## src/hdl/multi_channel_software_timer_core_macros.svh

```systemverilog
// ----------------------------------------------------------------------------
// multi_channel_software_timer_core_macros
// Assertion macros for the software timer core.
// ----------------------------------------------------------------------------
`ifndef MULTI_CHANNEL_SOFTWARE_TIMER_CORE_MACROS_SVH
`define MULTI_CHANNEL_SOFTWARE_TIMER_CORE_MACROS_SVH
`ifndef SYNTHESIS
`define MST_ASSERT(label, clk, rst, prop) \
  label: assert property (@(posedge clk) disable iff (rst) prop) else $error("assertion failed");
`define MST_ASSERT_RST(label, clk, prop) \
  label: assert property (@(posedge clk) prop) else $error("assertion failed");
`else
`define MST_ASSERT(label, clk, rst, prop)
`define MST_ASSERT_RST(label, clk, prop)
`endif
`endif

```

## src/hdl/mst_pkg.sv

```systemverilog
// ----------------------------------------------------------------------------
// mst_pkg
// Shared types and codes of the software timer core.
// ----------------------------------------------------------------------------
package mst_pkg;
  localparam int DefChannels = 16;

  localparam logic [2:0] ACT_TICK   = 3'd0;
  localparam logic [2:0] ACT_CREATE = 3'd1;
  localparam logic [2:0] ACT_START  = 3'd2;
  localparam logic [2:0] ACT_STOP   = 3'd3;
  localparam logic [2:0] ACT_DELETE = 3'd4;

  localparam logic [1:0] KIND_ACK    = 2'd0;
  localparam logic [1:0] KIND_EXPIRY = 2'd1;
  localparam logic [1:0] KIND_DONE   = 2'd2;

  localparam logic [1:0] ST_OK       = 2'd0;
  localparam logic [1:0] ST_NOTFOUND = 2'd1;
  localparam logic [1:0] ST_FULL     = 2'd2;

  // Commands from the controller to the datapath.
  typedef struct packed {
    logic load;       // capture the input item
    logic div_start;  // start the period divider
    logic scan_clear; // reset the slot pointer
    logic scan_next;  // advance the slot pointer
    logic tick_slot;  // apply the tick to the current slot
    logic search;     // compare the current slot for create or lookup
    logic apply_cmd;  // commit the command to the found slot
  } mst_cmd_t;

  // Status from the datapath to the controller.
  typedef struct packed {
    logic div_done;
    logic scan_last;
    logic found;
    logic [2:0] action;
  } mst_stat_t;
endpackage

```

## src/hdl/mst_datapath.sv

```systemverilog
// ----------------------------------------------------------------------------
// mst_datapath
// Channel table, period divider and result register.
// ----------------------------------------------------------------------------
`include "multi_channel_software_timer_core_macros.svh"
module mst_datapath import mst_pkg::*; #(
  parameter int CHANNELS = DefChannels
) (
  input  logic        clk,
  input  logic        rst,
  input  logic        cfg_we,
  input  logic [23:0] cfg_data,
  input  logic [2:0]  action,
  input  logic [15:0] chan_id,
  input  logic [23:0] period_us,
  input  logic [15:0] repeat_count,
  input  mst_cmd_t    cmd,
  output mst_stat_t   stat,
  output logic        done,
  output logic [1:0]  kind,
  output logic [1:0]  status,
  output logic [15:0] result_id,
  output logic        last
);
  localparam int SW = $clog2(CHANNELS);

  logic [23:0] tick_len;
  logic [2:0]  act;
  logic [15:0] id_q;
  logic [15:0] rep_q;
  logic [15:0] next_id;

  logic [CHANNELS-1:0] used, deleted, forever_r, stopped;
  logic [15:0] sid [CHANNELS];
  logic [23:0] per [CHANNELS];
  logic [23:0] left [CHANNELS];
  logic [15:0] reps [CHANNELS];

  logic [SW-1:0] ptr;
  logic          found;
  logic [SW-1:0] fslot;

  // Restoring divider, one quotient bit per cycle.
  logic [23:0] dq, dd;
  logic [24:0] drem;
  logic [4:0]  dcnt;
  logic        dbusy, ddone;
  logic [24:0] dtrial;

  assign dtrial = {drem[23:0], dq[23]} - {1'b0, dd};
  assign stat = '{div_done: ddone, scan_last: (ptr == SW'(CHANNELS-1)),
                  found: found, action: act};

  logic [23:0] lm1;
  assign lm1 = left[ptr] - 24'd1;

  always_ff @(posedge clk) begin
    done <= 1'b0;
    ddone <= 1'b0;
    if (rst) begin
      tick_len <= 24'd1000;
      next_id <= 16'd1;
      used <= '0;
      deleted <= '0;
      forever_r <= '0;
      stopped <= '1;
      dbusy <= 1'b0;
      found <= 1'b0;
      ptr <= '0;
      act <= ACT_TICK;
    end else begin
      if (cfg_we) tick_len <= cfg_data;
      if (cmd.load) begin
        act <= action;
        id_q <= chan_id;
        rep_q <= repeat_count;
        dq <= period_us;
        found <= 1'b0;
      end
      if (cmd.div_start) begin
        dd <= (tick_len == 24'd0) ? 24'd1 : tick_len;
        drem <= '0;
        dcnt <= 5'd24;
        dbusy <= 1'b1;
      end else if (dbusy) begin
        if (!dtrial[24]) begin
          drem <= dtrial;
          dq <= {dq[22:0], 1'b1};
        end else begin
          drem <= {drem[23:0], dq[23]};
          dq <= {dq[22:0], 1'b0};
        end
        dcnt <= dcnt - 5'd1;
        if (dcnt == 5'd1) begin
          dbusy <= 1'b0;
          ddone <= 1'b1;
        end
      end
      if (cmd.scan_clear) ptr <= '0;
      else if (cmd.scan_next) ptr <= ptr + SW'(1);

      if (cmd.search && !found) begin
        if (act == ACT_CREATE ? !used[ptr] : (used[ptr] && sid[ptr] == id_q)) begin
          found <= 1'b1;
          fslot <= ptr;
        end
      end

      if (cmd.tick_slot && used[ptr]) begin
        if (deleted[ptr]) begin
          used[ptr] <= 1'b0;
          deleted[ptr] <= 1'b0;
          forever_r[ptr] <= 1'b0;
          stopped[ptr] <= 1'b1;
        end else if (!stopped[ptr] && left[ptr] != 24'd0) begin
          if (lm1 == 24'd0) begin
            done <= 1'b1;
            kind <= KIND_EXPIRY;
            status <= ST_OK;
            result_id <= sid[ptr];
            last <= 1'b0;
            if (!forever_r[ptr]) begin
              if (reps[ptr] <= 16'd1) begin
                stopped[ptr] <= 1'b1;
                reps[ptr] <= 16'd0;
              end else reps[ptr] <= reps[ptr] - 16'd1;
            end
            left[ptr] <= per[ptr];
          end else left[ptr] <= lm1;
        end
      end

      if (cmd.apply_cmd) begin
        done <= 1'b1;
        kind <= (act == ACT_TICK) ? KIND_DONE : KIND_ACK;
        status <= ST_OK;
        result_id <= '0;
        last <= 1'b1;
        case (act)
          ACT_TICK: ;
          ACT_CREATE: begin
            if (!found) status <= ST_FULL;
            else begin
              used[fslot] <= 1'b1;
              deleted[fslot] <= 1'b0;
              forever_r[fslot] <= 1'b0;
              stopped[fslot] <= 1'b1;
              sid[fslot] <= next_id;
              per[fslot] <= dq;
              left[fslot] <= dq;
              reps[fslot] <= '0;
              result_id <= next_id;
              next_id <= (next_id == 16'hFFFF) ? 16'd1 : next_id + 16'd1;
            end
          end
          default: begin
            if (!found) status <= ST_NOTFOUND;
            else if (act == ACT_START) begin
              left[fslot] <= per[fslot];
              forever_r[fslot] <= (rep_q == 16'd0);
              reps[fslot] <= rep_q;
              stopped[fslot] <= 1'b0;
            end else if (act == ACT_STOP) stopped[fslot] <= 1'b1;
            else deleted[fslot] <= 1'b1;
          end
        endcase
      end
    end
  end

  `MST_ASSERT(a_id_nonzero, clk, rst, next_id != 16'd0)
  `MST_ASSERT(a_del_used, clk, rst, (deleted & ~used) == '0)
  `MST_ASSERT(a_div_done, clk, rst, ddone |-> !dbusy)
endmodule

```

## src/hdl/mst_ctrl.sv

```systemverilog
// ----------------------------------------------------------------------------
// mst_ctrl
// Sequencer for commands and ticks.
// ----------------------------------------------------------------------------
`include "multi_channel_software_timer_core_macros.svh"
module mst_ctrl import mst_pkg::*; (
  input  logic      clk,
  input  logic      rst,
  input  logic      start,
  input  logic [2:0] action,
  input  mst_stat_t stat,
  output mst_cmd_t  cmd,
  output logic      busy
);
  localparam logic [2:0] S_IDLE = 3'd0;
  localparam logic [2:0] S_DEC  = 3'd1;
  localparam logic [2:0] S_TICK = 3'd2;
  localparam logic [2:0] S_DIV  = 3'd3;
  localparam logic [2:0] S_SRCH = 3'd4;
  localparam logic [2:0] S_ACK  = 3'd5;

  logic [2:0] state, state_next;

  always_ff @(posedge clk) begin
    if (rst) state <= S_IDLE;
    else state <= state_next;
  end

  always_comb begin
    state_next = state;
    cmd = '0;
    busy = (state != S_IDLE);
    case (state)
      S_IDLE: begin
        if (start) begin
          cmd.load = 1'b1;
          cmd.scan_clear = 1'b1;
          if (action <= ACT_DELETE) state_next = S_DEC;
        end
      end
      S_DEC: begin
        if (stat.action == ACT_TICK) state_next = S_TICK;
        else if (stat.action == ACT_CREATE) begin
          cmd.div_start = 1'b1;
          state_next = S_DIV;
        end else state_next = S_SRCH;
      end
      S_TICK: begin
        cmd.tick_slot = 1'b1;
        cmd.scan_next = 1'b1;
        if (stat.scan_last) state_next = S_ACK;
      end
      S_DIV: begin
        // The free-slot search runs alongside the divider; a table longer
        // than the divide finishes its search afterwards.
        cmd.search = 1'b1;
        if (!stat.scan_last) cmd.scan_next = 1'b1;
        if (stat.div_done) state_next = stat.scan_last ? S_ACK : S_SRCH;
      end
      S_SRCH: begin
        cmd.search = 1'b1;
        cmd.scan_next = 1'b1;
        if (stat.scan_last) state_next = S_ACK;
      end
      S_ACK: begin
        cmd.apply_cmd = 1'b1;
        state_next = S_IDLE;
      end
      default: state_next = S_IDLE;
    endcase
  end

  `MST_ASSERT(a_ack_idle, clk, rst, (state == S_ACK) |=> (state == S_IDLE))
  `MST_ASSERT_RST(a_rst_idle, clk, rst |=> (state == S_IDLE))
  `MST_ASSERT(a_dec_loaded, clk, rst, (state == S_DEC) |-> $past(cmd.load))
endmodule

```

## src/hdl/multi_channel_software_timer_core.sv

```systemverilog
// ----------------------------------------------------------------------------
// multi_channel_software_timer_core
// Table of periodic timer channels driven by commands and ticks.
// ----------------------------------------------------------------------------
// Channel   Signals                                  Direction
// input     start, busy, action, chan_id, ...        item in
// result    done, kind, status, result_id, last      item out
// config    cfg_we, cfg_data                         register write
//
// A tick steps through every slot in the table scan.
// A create runs the 24-step restoring divider alongside the free-slot
// search, and finishes the search afterwards when it outlasts the divide.
// Start, stop and delete search the table for the id.
// Reset is synchronous; all slots come out free and stopped.
// Results appear for one cycle on done; the receiver cannot stall them.
// ----------------------------------------------------------------------------
module multi_channel_software_timer_core import mst_pkg::*; #(
  parameter int CHANNELS = DefChannels
) (
  input  logic        clk,
  input  logic        rst,
  input  logic        start,
  output logic        busy,
  input  logic [2:0]  action,
  input  logic [15:0] chan_id,
  input  logic [23:0] period_us,
  input  logic [15:0] repeat_count,
  input  logic        cfg_we,
  input  logic [23:0] cfg_data,
  output logic        done,
  output logic [1:0]  kind,
  output logic [1:0]  status,
  output logic [15:0] result_id,
  output logic        last
);
  mst_cmd_t  cmd;
  mst_stat_t stat;

  // The controller sequences each item; the datapath holds the table.
  mst_ctrl u_ctrl (
    .clk(clk), .rst(rst), .start(start), .action(action),
    .stat(stat), .cmd(cmd), .busy(busy)
  );

  mst_datapath #(.CHANNELS(CHANNELS)) u_dp (
    .clk(clk), .rst(rst), .cfg_we(cfg_we), .cfg_data(cfg_data),
    .action(action), .chan_id(chan_id), .period_us(period_us),
    .repeat_count(repeat_count), .cmd(cmd), .stat(stat), .done(done),
    .kind(kind), .status(status), .result_id(result_id), .last(last)
  );
endmodule
```

## config.mk

```make
export PLATFORM = sky130hd
export DESIGN_NAME = multi_channel_software_timer_core
export DESIGN_NICKNAME = d
export VERILOG_FILES = /design/src/hdl/mst_pkg.sv /design/src/hdl/mst_datapath.sv /design/src/hdl/mst_ctrl.sv /design/src/hdl/multi_channel_software_timer_core.sv
export VERILOG_INCLUDE_DIRS = /design/src /design/src/hdl
export SDC_FILE = /design/constraint.sdc
export NUM_CORES = 2
export LEC_CHECK = 0
export BUFFER_PORTS_ARGS = -buffer_cell sky130_fd_sc_hd__buf_2
export CAP_MARGIN = 10
export CORE_MARGIN = 1
export CORE_UTILIZATION = 60
export CTS_CLUSTER_SIZE = 12
export DETAILED_ROUTE_END_ITERATION = 6
export PLACE_DENSITY = 0.87
export SYNTH_ARGS = -nofsm -noshare
export SYNTH_HDL_FRONTEND = slang
export SYNTH_HIERARCHICAL = 1
export SYNTH_SLANG_ARGS = --single-unit
```

## constraint.sdc

```tcl
create_clock -name clk -period 8.7 [get_ports clk]
set_input_delay 1.74 -clock clk [delete_from_list [all_inputs] [get_ports clk]]
set_output_delay 1.74 -clock clk [all_outputs]
set_load 0.02 [all_outputs]
```

==> summary by stage <==
Finish
The area growth from synthesis to final layout is 9.23%. The post-route netlist has between 20 and 30% of its cells at a drive strength greater than 1. The post-route standard cell area excluding fillers is ~80000 um2. Excluding fillers, the count of instances in the completed layout stands at between 6000 and 7000. In the final design database the tool counted around 4500 nets.

Setup path
The category of the most critical setup path is flop to flop. The element type at the critical path start is a flop. Of all nets on the critical path, the largest fanout is 56. The stage delay of the slowest cell on the critical path is between 1 and 1.5 ns.

The library cell contributing the largest single delay on the critical path is sky130_fd_sc_hd__o21ai_2. The number of cells on the worst reg-to-reg path is 12. For the worst setup path, the data required time is 9.08 ns. The endpoint type of the worst setup path is a flop. STA puts the critical path data arrival time at about 8.0 ns. Walking the worst path, the cells encountered are buf_4 -> mux4_2 -> a22o_1 -> a221o_1 -> or4_1 -> nand4bb_1 -> nor4_1 -> xnor2_1 -> nand3_2 -> nor2_1 -> nand2_1 -> o21ai_2.

Run
Across the run, the number of max-cap violations was 0.

Route
The detailed-routing iteration count for the pre-antenna-repair pass is 6. Detailed routing placed a total of between 90 and 100 mm of wire on met2. The routed design has 212 mm of wire. The detailed-route vias per instance is 7.57. The number of design-rule violations left by the first detailed-router iteration is 7661. Once detail routing completed, the nets flagged for antenna violations numbered 0. The detailed-routing wirelength on met1 is 67.5 mm. The highest layer touched by signal routing is met5. The length of routed met3 wiring is about 32 mm. Detailed routing inserted a total of around 46000 vias. The post-route DRC violation count is 0. After detailed routing, the average wire length per cell comes to about 35 um.

Floorplan
The height of the chip is around 350 um. The full die area is 123000 um2. The starting density of the core is 60.7%. The core region is 120000 um2. The number of placement rows is 127.

The die boundary width is 351 um. The top-level port count is 110.

Synth
The cell count after synthesis came out at ~4400. The Yosys warning count is 6. The synthesized cell area is ~73000 um2.

A synthesized cell averages between 15 and 20 um2. The number of nets in the synthesized netlist is 4527.

Clock network
TritonCTS created ~160 clock buffers. The number of setup buffers added after CTS is 0. The maximum number of buffers from clock root to sink is 3.

The cell at the root of the clock tree is sky130_fd_sc_hd__clkbuf_16. The later-pin clock latency in the skew report is approximately 0.8 ns. For this design, the sink count on the clock tree is 1540. In this run the number of H-tree levels came out at 4. The clock tree from TritonCTS is done. The number of gates resized after CTS was 0.

The number of hold buffers added after CTS is 0. The clock edge transition at the registers on the reported setup and hold paths is approximately 0.060 ns.

Power
The internal power of the cells totals approximately 0.012 W. Of the total power, combinational logic draws ~5.2%. For this design the static power due to leakage is 26.7 nW. The net switching power is about 0.0035 W. The maximum resistive drop on vdd is 0.190 mV. Overall power consumption after layout is estimated at ~0.016 W.

The sequential share of power is around 53%. The total power divided by cell area is 195 nW/um2. The clock network fraction of total power is a little over two fifths. Net switching is between 20 and 25% of the power.

Placement
Summing all placed instances gives a cell area of 74800 um2. Port buffering added approximately 110 buffers. The placed wire-length estimate is 119 mm. The worst setup timing slack at the placement stage is 1.37 ns. Including well taps, the total number of placed cells is between 5000 and 6000. The placer congestion estimate is ~0.95.

Timing
After routing, the total negative slack on setup checks comes to 0 ns. The clock tree skew after final layout is around 0.043 ns. The part of the cycle the worst path needs is between 80% and 90%. Derived from the worst setup path, the maximum achievable clock frequency is ~130 MHz. The clock period minus final worst setup slack is 7.58 ns.

The number of max-slew violations in the final report is 0. The final number of setup-violating endpoints is 0. The worst slew slack as a fraction of its limit is 8.46%.

The final hold violation count was 0. Setup repair after global routing left no endpoint under its margin. The transition time at the pin with the least slew margin is around 1.4 ns.

The post-layout worst setup margin is 1.12 ns.

Worst hold path
Counting instances, the worst hold path has a depth of 0. The startpoint identified for the worst hold timing path is u_dp/tick_len[4]. The class of the tightest hold or removal check is flop to flop.

Global route
The number of global-route vias before repair is approximately 47000. Global routing finished with a remaining overflow of 0. The first-pass GRT wire length is 309 mm. For this run, the total global-route usage over all layers was measured as between 30% and 40%. The initial antenna violation count came to 2. The largest net degree at the start of global routing is 95.

Run status
The flow ran to the end, and the final reports show no timing, DRC or antenna violations.
## stage by stage
stage,hold WS (ns),util (%)
finish,0.464,66.3
global route,0.481,66.3
CTS,0.464,66.3
detailed placement,0.436,62.2
global placement,0.431,62.2
floorplan,0.406,-
## worst max-delay path, delay by kind of cell (launching register included)
| family | cells | cell delay, ns |
|---|---|---|
| buf+inv | 1 | 0.54 |
| mux | 1 | 0.37 |
| simple gates | 6 | 3.40 |
| xor+xnor | 1 | 0.26 |
| flops | 1 | 0.90 |
| compound gates | 3 | 1.66 |
## area by class of cell
cell class / count / area (um2)
diodes: 1 / 2.50
clock buffers: 235 / 4320
clock inverters: 42 / 493
fillers: 7470 / 40500
inverters: 56 / 210
multi-input cells: 2420 / 26200
flip-flops and latches: 1540 / 45000
well taps: 1612 / 2020
repair buffers: 212 / 1370
## path summary, 6_finish.rpt
check	to	slack, ns
hold reg to reg	u_dp/dd[4]	0.46
hold / removal	u_dp/dd[4]	0.46
setup / recovery	u_dp/reps[0][4]	1.12
setup reg to reg	u_dp/reps[0][4]	1.12
## registers in the layout (all words and copies together), names as in the netlist, 24 cells and up, named ones only
| name | count |
|---|---|
| u_dp/reps | 256 |
| u_dp/sid | 256 |
| u_dp/per | 384 |
| u_dp/drem | 24 |
| u_dp/dq | 24 |
| u_dp/dd | 24 |
| u_dp/left | 384 |
| u_dp/tick_len | 24 |
## power by group through the flow
stage	logic [W]	clock network (W)	registers [W]
4_1_cts	0.000789	0.00647	0.00825
3_5_place_dp	0.000778	0	0.00840
6_report	0.000803	0.00646	0.00825
3_3_place_gp	0.000747	0	0.00839
2_1_floorplan	0.000614	0	0.00834
5_1_grt	0.000848	0.00675	0.00826
## layer usage
metal	vias to the layer above	track usage, %
met4	4	20.8
met2	4541	54.0
met3	997	10.0
met5	-	0
li1	17900	-
met1	22800	43.9
## cell usage in the layout (no fill, tap or decap), types with 16 or more instances in the layout
master / instances
sky130_fd_sc_hd__buf_2: 108
sky130_fd_sc_hd__o21ai_2: 16
sky130_fd_sc_hd__nor2b_1: 16
sky130_fd_sc_hd__nand2_2: 16
sky130_fd_sc_hd__o21ai_4: 17
sky130_fd_sc_hd__ha_1: 36
sky130_fd_sc_hd__clkbuf_16: 156
sky130_fd_sc_hd__a31oi_1: 32
sky130_fd_sc_hd__dfxtp_1: 119
sky130_fd_sc_hd__a211oi_1: 34
sky130_fd_sc_hd__nand3_1: 52
sky130_fd_sc_hd__a21oi_1: 34
sky130_fd_sc_hd__nor2_4: 17
sky130_fd_sc_hd__mux4_2: 514
sky130_fd_sc_hd__nand4_1: 17
sky130_fd_sc_hd__buf_4: 100
sky130_fd_sc_hd__inv_1: 52
sky130_fd_sc_hd__mux2i_1: 343
sky130_fd_sc_hd__nand2_1: 196
sky130_fd_sc_hd__o22ai_1: 242
sky130_fd_sc_hd__edfxtp_1: 1414
sky130_fd_sc_hd__o21ai_0: 78
sky130_fd_sc_hd__mux2_2: 114
sky130_fd_sc_hd__nor3_1: 37
sky130_fd_sc_hd__a22o_1: 24
sky130_fd_sc_hd__nor2_1: 175
sky130_fd_sc_hd__nor4_1: 23
sky130_fd_sc_hd__a31o_2: 17
sky130_fd_sc_hd__a22oi_1: 33
sky130_fd_sc_hd__clkbuf_1: 65
sky130_fd_sc_hd__xor2_1: 32
sky130_fd_sc_hd__xnor2_1: 50
sky130_fd_sc_hd__clkinv_1: 18
Power figures use the tool's default switching activity.
